===== src/sv/cosine_taylor_series_unit_macros.svh =====
// assertion helpers used by cosine_taylor_series_unit.sv
// both expect clk and rst_n in the enclosing scope
`ifndef COSINE_TAYLOR_SERIES_UNIT_MACROS_SVH
`define COSINE_TAYLOR_SERIES_UNIT_MACROS_SVH

// same-cycle implication
`define CTS_ASSERT_IMP(lbl, ante, cons) \
  lbl: assert property (@(posedge clk) disable iff (!rst_n) (ante) |-> (cons)) \
    else $error("assertion failed: same-cycle implication");

// next-cycle implication
`define CTS_ASSERT_NXT(lbl, ante, cons) \
  lbl: assert property (@(posedge clk) disable iff (!rst_n) (ante) |=> (cons)) \
    else $error("assertion failed: next-cycle implication");

`endif


===== src/sv/cts_pkg.sv =====
`timescale 1ns / 1ps
package cts_pkg;

  // term count bound
  localparam int MAX_TERMS = 16;

  // field widths
  localparam int ANGLE_W = 16;
  localparam int CNT_W   = 5;
  localparam int COS_W   = 32;

  // largest count the 5-bit field can carry after the bound
  localparam int CNT_LIM = (MAX_TERMS > (2 ** CNT_W) - 1) ? (2 ** CNT_W) - 1 : MAX_TERMS;

  // datapath widths
  localparam int SQ_W   = 2 * ANGLE_W - 9;    // (angle*angle) >> 8, never negative
  localparam int TERM_W = 32;
  localparam int PROD_W = TERM_W + SQ_W + 1;  // term times zero-extended square
  localparam int FRAC_W = 16;
  localparam int DIV_W  = 32;                 // magnitude of the shifted product
  localparam int DEN_W  = 2 * (CNT_W + 1);    // (2k-1)*(2k)

  // 1.0 in Q15.16
  localparam logic signed [TERM_W-1:0] ONE_Q16 = TERM_W'(65536);

  // sequencer states
  typedef enum logic [2:0] {
    ST_IDLE,
    ST_TEST,
    ST_MUL,
    ST_DIV_START,
    ST_DIV_WAIT,
    ST_ACC,
    ST_DONE
  } cts_state_t;

  // divider status toward the sequencer
  typedef struct packed {
    logic busy;
    logic done;
  } div_status_t;

endpackage


===== src/sv/cts_divider.sv =====
`timescale 1ns / 1ps
module cts_divider (
  input  logic                             clk,
  input  logic                             rst_n,
  input  logic                             start,
  input  logic [cts_pkg::DIV_W-1:0]        dividend,
  input  logic [cts_pkg::DEN_W-1:0]        divisor,
  output logic [cts_pkg::DIV_W-1:0]        quotient,
  output cts_pkg::div_status_t             stat
);
  import cts_pkg::*;

  localparam int STEP_W = $clog2(DIV_W);

  logic              busy_r, busy_nxt;
  logic              done_r, done_nxt;
  logic [STEP_W-1:0] step_r, step_nxt;
  logic [DIV_W-1:0]  quo_r, quo_nxt;
  logic [DEN_W-1:0]  rem_r, rem_nxt;
  logic [DEN_W-1:0]  den_r, den_nxt;

  logic [DEN_W:0]    trial;
  logic [DEN_W:0]    diff;
  logic              fits;

  // one restoring step per cycle, dividend bits shift out into the remainder as quotient bits shift in
  always_comb begin
    trial    = {rem_r, quo_r[DIV_W-1]};
    diff     = trial - {1'b0, den_r};
    fits     = (trial >= {1'b0, den_r});
    busy_nxt = busy_r;
    done_nxt = 1'b0;
    step_nxt = step_r;
    quo_nxt  = quo_r;
    rem_nxt  = rem_r;
    den_nxt  = den_r;
    if (start) begin
      busy_nxt = 1'b1;
      step_nxt = '0;
      quo_nxt  = dividend;
      rem_nxt  = '0;
      den_nxt  = divisor;
    end else if (busy_r) begin
      quo_nxt  = {quo_r[DIV_W-2:0], fits};
      rem_nxt  = fits ? diff[DEN_W-1:0] : trial[DEN_W-1:0];
      step_nxt = step_r + 1'b1;
      if (step_r == STEP_W'(DIV_W - 1)) begin
        busy_nxt = 1'b0;
        done_nxt = 1'b1;
      end
    end
  end

  // control state
  always_ff @(posedge clk) begin
    if (!rst_n) begin
      busy_r <= 1'b0;
      done_r <= 1'b0;
      step_r <= '0;
    end else begin
      busy_r <= busy_nxt;
      done_r <= done_nxt;
      step_r <= step_nxt;
    end
  end

  // payload
  always_ff @(posedge clk) begin
    quo_r <= quo_nxt;
    rem_r <= rem_nxt;
    den_r <= den_nxt;
  end

  assign quotient  = quo_r;
  assign stat.busy = busy_r;
  assign stat.done = done_r;

endmodule


===== config.mk =====
export PLATFORM = sky130hd
export DESIGN_NAME = cts_divider
export DESIGN_NICKNAME = d
export VERILOG_FILES = /design/src/sv/cosine_taylor_series_unit_macros.svh /design/src/sv/cts_pkg.sv /design/src/sv/cts_divider.sv
export SDC_FILE = /design/constraint.sdc
export NUM_CORES = 1
export LEC_CHECK = 0
export BUFFER_PORTS_ARGS = -buffer_cell sky130_fd_sc_hd__buf_4
export CORE_MARGIN = 1.5
export CORE_UTILIZATION = 50
export DETAILED_ROUTE_END_ITERATION = 6
export PLACE_DENSITY = 0.86
export SLEW_MARGIN = 20
export SYNTH_ARGS = -nofsm -noshare
export SYNTH_HDL_FRONTEND = slang
export SYNTH_SLANG_ARGS = --single-unit

===== constraint.sdc =====
create_clock -name clk -period 3.3 [get_ports clk]
set_input_delay 0.66 -clock clk [delete_from_list [all_inputs] [get_ports clk]]
set_output_delay 0.66 -clock clk [all_outputs]
set_load 0.01 [all_outputs]

==> metrics, run 1 <==
diode count 0; Final setup viols 0; drt first pass iters 4; Clk Latency, worst-skew pair 0.35 ns; Distinct cells, synth 46; number of global-route vias before repair 2,371; reg2reg setup slack 0.77 ns; Final WS setup 0.771 ns; Post-Synthesis Cells 264; pins over their slew limit 0; GRT Overall Usage 0.220; setup_tns 0 ns; worst flop-to-flop path startpoint den_r[6]$_DFFE_PP_; max frequency 0.395 GHz; fin crit period 2.53 ns; setup repair after global routing missed its margin no; cells along the critical path inv_1 > ha_1 > a21o_1 > a221o_1 > a31o_1 > or2_1 > and2_1 > o41ai_2; Die Wd 82.2 µm; Worst Hold Class in2reg; grt ovf 0; die height 82.2 µm; Pwr Total 0.00215 W; min-delay src divisor[7]; H-tree levels 3; CTS sink cnt 63; flops & latches, synth 63; Syn Area/Cell 11.9 µm²; Slew HR 0.686; Data arrival, critical path 2.78 ns; DR vias 2,330; post-route ant nets 0; Post-synth EDFFs 44; area of the core 5990 µm²; area delta synth->final 28.2%; crit end category register; PortBufs 80; CP peak stage delay 0.37 ns; Initial DRC Count 138; IO Count 81; site row count 28; wire length per cell 15.6 µm; wire length of the first global-routing pass 10,900 µm; WS Path Type reg2reg; CP max FO 12; setup repair bufs after CTS 0; static leakage 1.73 nW; maximum VDD drop 0.352 mV; cell area power density 535 nW/µm²; Routed WL 6680 µm; hold-fix buffers at CTS 0; CTS tree yes; HPWL after DPL 4710 µm; post-synthesis instance area 3140 µm²; CTS resizes 0; worst path bufs/invs 1; final hold viol count 0; Post-layout nets 409; fin crit share 0.766; fraction of registers with async set/reset 0; TritonCTS Buffers 9; Worst Tran Pin Value 0.470 ns; sequential-to-total area share from yosys stat 0.542; Synth Warn # 0; dominant synthesized flop cell edfxtp_1; clk_skew 0.00702 ns; clock slew at reported path FFs 0.07 ns; routability cong. 0.885; Syn Nets 326; initial antenna violation count 0; Required @ worst endpoint 3.56 ns; Setup Slack @ Placement 0.806 ns; final core occ 0.671; DRC Markers 0; root buffer cell clkbuf_8; largest net degree at the start of global routing 33; CTS Buffer Depth 2; Critical-path top delay cell or2_1; crit start category register; Initial Utilization 0.524; crit path launch den_r[6]$_DFFE_PP_; cell family contributing the most delay on the critical path compound AO/OA/AOI/OAI gates; outcome completed; share of cells above drive strength 1 0.378; maxcap violations 0; fillcell total 449; vias per cell 5.46; die area 6760 µm²
## kinds of logic (layout without fill, tap and decap cells)
| logic type | after synthesis | count (layout) | share of synthesized area |
|---|---|---|---|
| mux | 34 | 34 | 0.121 |
| flops | 63 | 63 | 0.542 |
| simple gates | 68 | 68 | 0.101 |
| buf+inv | 26 | 114 | 0.0339 |
| xor+xnor | 10 | 10 | 0.0279 |
| fa+ha+maj | 15 | 15 | 0.0622 |
| compound gates | 48 | 48 | 0.112 |
## where the power goes
group | internal [W] | switching (W) | total, W
Sequential | 0.000931 | 0.0000418 | 0.000973
Combinational | 0.000217 | 0.000218 | 0.000435
Clock | 0.000427 | 0.000318 | 0.000745
Total | 0.00158 | 0.000578 | 0.00215
## through the flow
| stage | instances | cell area (µm²) | hold slack (ns) |
|---|---|---|---|
| 2_1_floorplan | 264 | 3140 | 0.467 |
| 3_3_place_gp | 411 | 3800 | 0.483 |
| 3_5_place_dp | 411 | 3800 | 0.498 |
| 4_1_cts | 427 | 4020 | 0.468 |
| 5_1_grt | 427 | 4020 | 0.470 |
| 6_report | 427 | 4020 | 0.485 |
## cells in the mapped netlist, types with 2 or more instances
library cell | count | share of area
a32oi_1 | 2 | 0.0056
nand4_1 | 2 | 0.0040
buf_4 | 2 | 0.0048
or3_1 | 3 | 0.0060
a211oi_1 | 3 | 0.0072
inv_1 | 14 | 0.017
and3_1 | 3 | 0.0060
mux2i_1 | 2 | 0.0064
o21a_1 | 3 | 0.0072
nand2_1 | 19 | 0.023
xnor2_1 | 4 | 0.011
a21oi_1 | 7 | 0.011
a21o_1 | 4 | 0.0096
dfxtp_1 | 19 | 0.12
mux2_2 | 32 | 0.11
ha_1 | 14 | 0.056
a21boi_0 | 2 | 0.0048
nor2b_1 | 2 | 0.0040
a311oi_1 | 7 | 0.020
xor2_1 | 6 | 0.017
clkbuf_1 | 8 | 0.0096
o21ai_0 | 9 | 0.014
nor2_1 | 25 | 0.030
and2_1 | 3 | 0.0060
edfxtp_1 | 44 | 0.42
nand3_1 | 5 | 0.0080
## flip-flops by register name (all words and copies together) (netlist names)
signal	flops
busy_r	1
den_r	12
done_r	1
quotient	32
rem_r	12
step_r	5
## cell type report
| type | count | area, µm² | area share |
|---|---|---|---|
| timing repair buffer | 83 | 623 | 0.155 |
| sequential | 63 | 1700 | 0.423 |
| clock buffer | 9 | 124 | 0.0308 |
| clock inverter | 7 | 95.1 | 0.0236 |
| multi-input combinational | 175 | 1330 | 0.330 |
| inverter | 15 | 56.3 | 0.0140 |
| tap | 75 | 93.8 | 0.0233 |
## placed cells by master (no fill, tap or decap), types with 4 or more instances in the layout
master,count
dfxtp_1,19
nand2_1,19
a311oi_1,7
ha_1,14
nand3_1,5
inv_1,14
xnor2_1,4
clkbuf_8,9
xor2_1,6
a21o_1,4
a21oi_1,7
mux2_2,32
edfxtp_1,44
nor2_1,25
o21ai_0,9
buf_4,83
## worst paths after layout
path | endpoint | depth (start not counted)
setup / recovery | rem_r[1]$_SDFFE_PP0P_ | 8
hold / removal | den_r[7]$_DFFE_PP_ | 1
setup reg to reg | rem_r[1]$_SDFFE_PP0P_ | 8
hold reg to reg | rem_r[5]$_SDFFE_PP0P_ | 2
## metal layers
metal,up-vias,share of wire,global-route usage
met2,62,0.49,0.350
met1,1117,0.43,0.267
met4,0,0.019,0.0915
met5,-,0,0
li1,1139,-,-
met3,12,0.065,0.0835
No activity file was read; power rests on OpenSTA's default activity.
==> run 2: changes to the inputs <==
Settings changed: CORE_UTILIZATION 50 to 48.
Clock period 3.3 ns to 2.1 ns, I/O delays scaled along.
==> run 2 against run 1 <==
Against the previous run: the run now ends with setup timing left; sequential cell count unchanged; die area grew 4.0%; final cell count grew 8.7%.
==> metrics, run 2 (same netlist as run 1, synthesis figures left out) <==
setup_tns -0.709 ns; Setup Slack @ Placement -0.214 ns; Die Wd 83.8 µm; Cell Count, Final, Fillers Out 464; max frequency 0.457 GHz; IO Count 81; largest net degree at the start of global routing 33; final core occ 0.707; area of the core 6350 µm²; outcome finished, violations left; placed cell area 4060 µm²; DR vias 2,582; CTS tree yes; drt first pass iters 4; Slew HR 0.732; Worst Hold Class in2reg; PortBufs 80; wire length of the first global-routing pass 12,500 µm; most frequent cells in the layout buf_4, edfxtp_1, mux2_2; maximum VDD drop 0.564 mV; Data arrival, critical path 2.39 ns; share of cells above drive strength 1 0.517; cell area power density 771 nW/µm²; H-tree levels 3; static leakage 1.93 nW; CTS Buffer Depth 2; CP max FO 4; fillcell total 422; Final WS setup -0.0903 ns; final hold viol count 0; crit start category register; pins over their slew limit 0; Clk Latency, worst-skew pair 0.34 ns; WS Path Type reg2reg; Initial DRC Count 146; Required @ worst endpoint 2.30 ns; dpl cells 444; site row count 29; most common cell after layout, fill and taps aside buf_4; root buffer cell clkbuf_8; diode count 0; clk_skew 0.00841 ns; clock slew at reported path FFs 0.07 ns; HPWL after DPL 5220 µm; fin crit period 2.19 ns; die area 7030 µm²; Final setup viols 11; failing checks setup timing; maxcap violations 0; die height 83.8 µm; Worst Tran Pin Value 0.402 ns; area delta synth->final 43.1%; setup repair after global routing missed its margin yes; Initial Utilization 0.494; max FFs per register 32; initial antenna violation count 0; routability cong. 0.958; fin crit share 1.04; TritonCTS Buffers 9; CTS sink cnt 63; crit end category register; GRT Overall Usage 0.225; Post-layout nets 444; design area 4490 µm²; DRC Markers 0; grt ovf 0; post-route ant nets 0; Routed WL 7830 µm; vias per cell 5.56; wire length per cell 16.9 µm; number of global-route vias before repair 2,738
## run 2: cell count changes in the layout (fill, tap and decap cells not counted), moves of 4 or more
cell      delta
ha_1         -5
buf_4       +29
a311oi_1     -6
inv_2        +4
nand2_1      -4
buf_6        +5
a311oi_2     +6
ha_4         +5
inv_1        -4
## run 2: repair_timing
item                       in CTS  in global routing
resized for setup              19                 28
cloned                          1                  0
pin swaps                       7                 12
buffers inserted                4                  0
hold buffers                    0                  0
setup endpoints to repair      13                 13
## run 2: final timing paths
path / to / from / depth (start not counted) / slack, ns
worst min-delay path: den_r[7]$_DFFE_PP_ / divisor[7] / 1 / 0.26
worst min register to register: rem_r[3]$_SDFFE_PP0P_ / rem_r[2]$_SDFFE_PP0P_ / 2 / 0.52
worst max register to register: rem_r[4]$_SDFFE_PP0P_ / den_r[6]$_DFFE_PP_ / 9 / -0.09
worst max-delay path: rem_r[4]$_SDFFE_PP0P_ / den_r[6]$_DFFE_PP_ / 9 / -0.09
## run 2: metal layers
layer  vias to the layer above  global-route usage  wire (µm)  part of all wire
li1                       1218                   -          -                 -
met3                        19              0.0940        674             0.086
met4                         0              0.0909        218             0.028
met1                      1238               0.262       3110              0.40
met5                         -                   0          0                 0
met2                       107               0.370       3820              0.49
## run 2: through the flow
stage | hold slack (ns) | total power, W
floorplan | 0.467 | 0.00198
global placement | 0.482 | 0.00232
detailed placement | 0.495 | 0.00235
CTS | 0.237 | 0.00341
global route | 0.235 | 0.00362
finish | 0.255 | 0.00346
## run 2: cell type report
cell class | instances | area, µm² | area share
Sequential cell | 63 | 1700 | 0.379
Multi-Input combinational cell | 176 | 1550 | 0.345
Timing Repair Buffer | 117 | 897 | 0.200
Clock buffer | 13 | 169 | 0.0376
Tap cell | 77 | 96.3 | 0.0215
Inverter | 15 | 56.3 | 0.0125
Clock inverter | 3 | 17.5 | 0.00390
## run 2: worst max-delay path, stage by stage (launching register included)
cell	delay [ns]
edfxtp_1	0.38
inv_2	0.07
ha_4	0.20
a21o_1	0.18
a221o_1	0.32
a31o_1	0.25
or2_2	0.33
buf_4	0.15
nand2_1	0.07
a311oi_2	0.10
## run 2: report_power, final
part           switching (W)  total (W)  internal, W  leakage, nW
Combinational       0.000439   0.000944     0.000504         1.24
Clock               0.000461   0.000982     0.000522       0.0954
Sequential         0.0000697    0.00153      0.00146        0.595
Total               0.000970    0.00346      0.00249         1.93
==> run 3: changes to the inputs <==
Settings changed: CTS_CLUSTER_DIAMETER set to 150, PLACE_DENSITY 0.86 to not set, PLACE_DENSITY_LB_ADDON set to 0.1.
==> run 3 against run 2 <==
Against the previous run: the run still ends with setup timing left; clock power shrank 2.9%; sequential power about the same; design area decreased by 2.5%; non-clock buffer count up 3; via count shrank 7.4%; routed wire length shrank 12%; combinational power fell by 10%; critical path type unchanged; largest cell class unchanged; largest power group unchanged.
==> metrics, run 3 (same netlist as run 1, synthesis figures left out) <==
outcome finished, violations left; failing checks setup timing; clk_skew 0.0109 ns; switching pwr 0.000914 W; Clock Power Share 0.287; worst flop-to-flop path startpoint den_r[8]$_DFFE_PP_; clock slew at reported path FFs 0.08 ns; CTS sink cnt 63; setup repair after global routing missed its margin yes; routability cong. 0.864; Sw Ratio 0.274; Clk Latency, worst-skew pair 0.33 ns; TritonCTS Buffers 9; Required @ worst endpoint 2.30 ns; site row count 29; Final WS setup -0.0528 ns; Data arrival, critical path 2.36 ns; Post-layout nets 446; reg2reg setup slack -0.05 ns; number of global-route vias before repair 2,385; wire length per cell 14.7 µm; Internal 0.00242 W; fin crit period 2.15 ns; crit end category register; Setup Slack @ Placement -0.107 ns; wire length of the first global-routing pass 11,200 µm; initial antenna violation count 0; DRC Markers 0; max frequency 0.465 GHz; Initial Utilization 0.494; most common cell after layout, fill and taps aside buf_4; diode count 0; Final setup viols 5; area of the core 6350 µm²; fin crit share 1.03; post-route ant nets 0; Seq pwr share 0.459; WHS Path Cells 1; final hold viol count 0; die area 7030 µm²; IO Count 81; maximum VDD drop 0.478 mV; largest net degree at the start of global routing 33; FF-to-FF path depth 9; die height 83.8 µm; PortBufs 80; maxcap violations 0; crit start category register; Die Wd 83.8 µm; worst reg2reg endpoint rem_r[0]$_SDFFE_PP0P_; root buffer cell clkbuf_8; Worst Tran Pin Value 0.442 ns; static leakage 1.91 nW; CTS tree yes; Slew HR 0.706; drt first pass iters 4; vias per cell 5.13; Routed WL 6860 µm; WS Path Type reg2reg; HPWL after DPL 4980 µm; area delta synth->final 39.6%; cell area power density 761 nW/µm²; GRT Overall Usage 0.205; H-tree levels 3; Worst Hold Class in2reg; Hold Path Sink den_r[11]$_DFFE_PP_; share of cells above drive strength 1 0.476; CP max FO 5; Logic pwr share 0.255; grt ovf 0; max FFs per register 32; final core occ 0.689; most frequent cells in the layout buf_4, edfxtp_1, mux2_2; hold-fix buffers at CTS 0; DR vias 2,390; min-delay src divisor[11]; CTS Buffer Depth 2; pins over their slew limit 0; Initial DRC Count 116
-- run 3: cell types whose count changed in the layout (fill, tap and decap cells not counted), moves of 3 or more --
| cell | delta |
|---|---|
| a311oi_2 | -5 |
| o21ai_0 | +3 |
| a311oi_1 | +5 |
| buf_4 | +6 |
| nand2_1 | +4 |
| o21ai_1 | -3 |
| buf_6 | -4 |
-- run 3: what timing repair did --
item / 4_1_cts / 5_1_grt
pin swaps: 6 / 5
hold endpoints to repair: 0 / 0
gates resized for setup: 9 / 9
endpoints found under the setup margin: 12 / 13
setup buffers: 0 / 2
-- run 3: worst max-delay path by stage --
stage / start / endpoint / cells past startpoint
after global routing: den_r[6]$_DFFE_PP_ / rem_r[0]$_SDFFE_PP0P_ / 9
after global placement: den_r[6]$_DFFE_PP_ / quotient[0]$_DFFE_PP_ / 7
after floorplan: den_r[6]$_DFFE_PP_ / quotient[0]$_DFFE_PP_ / 8
after CTS: den_r[7]$_DFFE_PP_ / quotient[0]$_DFFE_PP_ / 7
after detailed placement: den_r[6]$_DFFE_PP_ / quotient[0]$_DFFE_PP_ / 7
final: den_r[8]$_DFFE_PP_ / rem_r[0]$_SDFFE_PP0P_ / 9
-- run 3: power groups by stage --
stage / Sequential [W] / Combinational, W / Clock [W]
after floorplan: 0.00157 / 0.000403 / 0
after global placement: 0.00155 / 0.000796 / 0
after detailed placement: 0.00155 / 0.000808 / 0
after CTS: 0.00153 / 0.000830 / 0.000972
after global routing: 0.00154 / 0.000932 / 0.00102
final: 0.00153 / 0.000848 / 0.000954
-- run 3: metal layers --
layer / wire length (µm) / share of wire / GRT usage
met2: 3160 / 0.46 / 0.312
met4: 74 / 0.011 / 0.0999
met1: 3200 / 0.47 / 0.273
met5: 0 / 0 / 0
met3: 418 / 0.061 / 0.0514
-- run 3: area by class of cell --
class                   instances  area (µm²)
fillers                       486        1970
flip-flops and latches         63        1700
multi-input cells             175        1430
repair buffers                120         917
clock buffers                  12         155
well taps                      77        96.3
inverters                      15        56.3
clock inverters                 4        21.3
-- run 3: worst max-delay path, stage by stage, from the launching register on --
cell and delay [ns]:
edfxtp_1 0.35, inv_1 0.10, ha_4 0.21, and2_4 0.15, a221o_1 0.34, a31o_1 0.22, or2_4 0.27, buf_4 0.14
or2b_1 0.15, a311oi_2 0.09
-- run 3: metrics by stage --
| step | hold WS (ns) | setup TNS (ns) | area (µm²) | cells | total power (W) |
|---|---|---|---|---|---|
| global placement | 0.482 | -0.164 | 4110 | 448 | 0.00235 |
| global route | 0.245 | -1.24 | 4380 | 466 | 0.00350 |
| CTS | 0.243 | -0.188 | 4320 | 464 | 0.00333 |
| detailed placement | 0.502 | -0.620 | 4110 | 448 | 0.00236 |
| finish | 0.256 | -0.116 | 4380 | 466 | 0.00333 |
| floorplan | 0.467 | -0.169 | 3170 | 264 | 0.00198 |
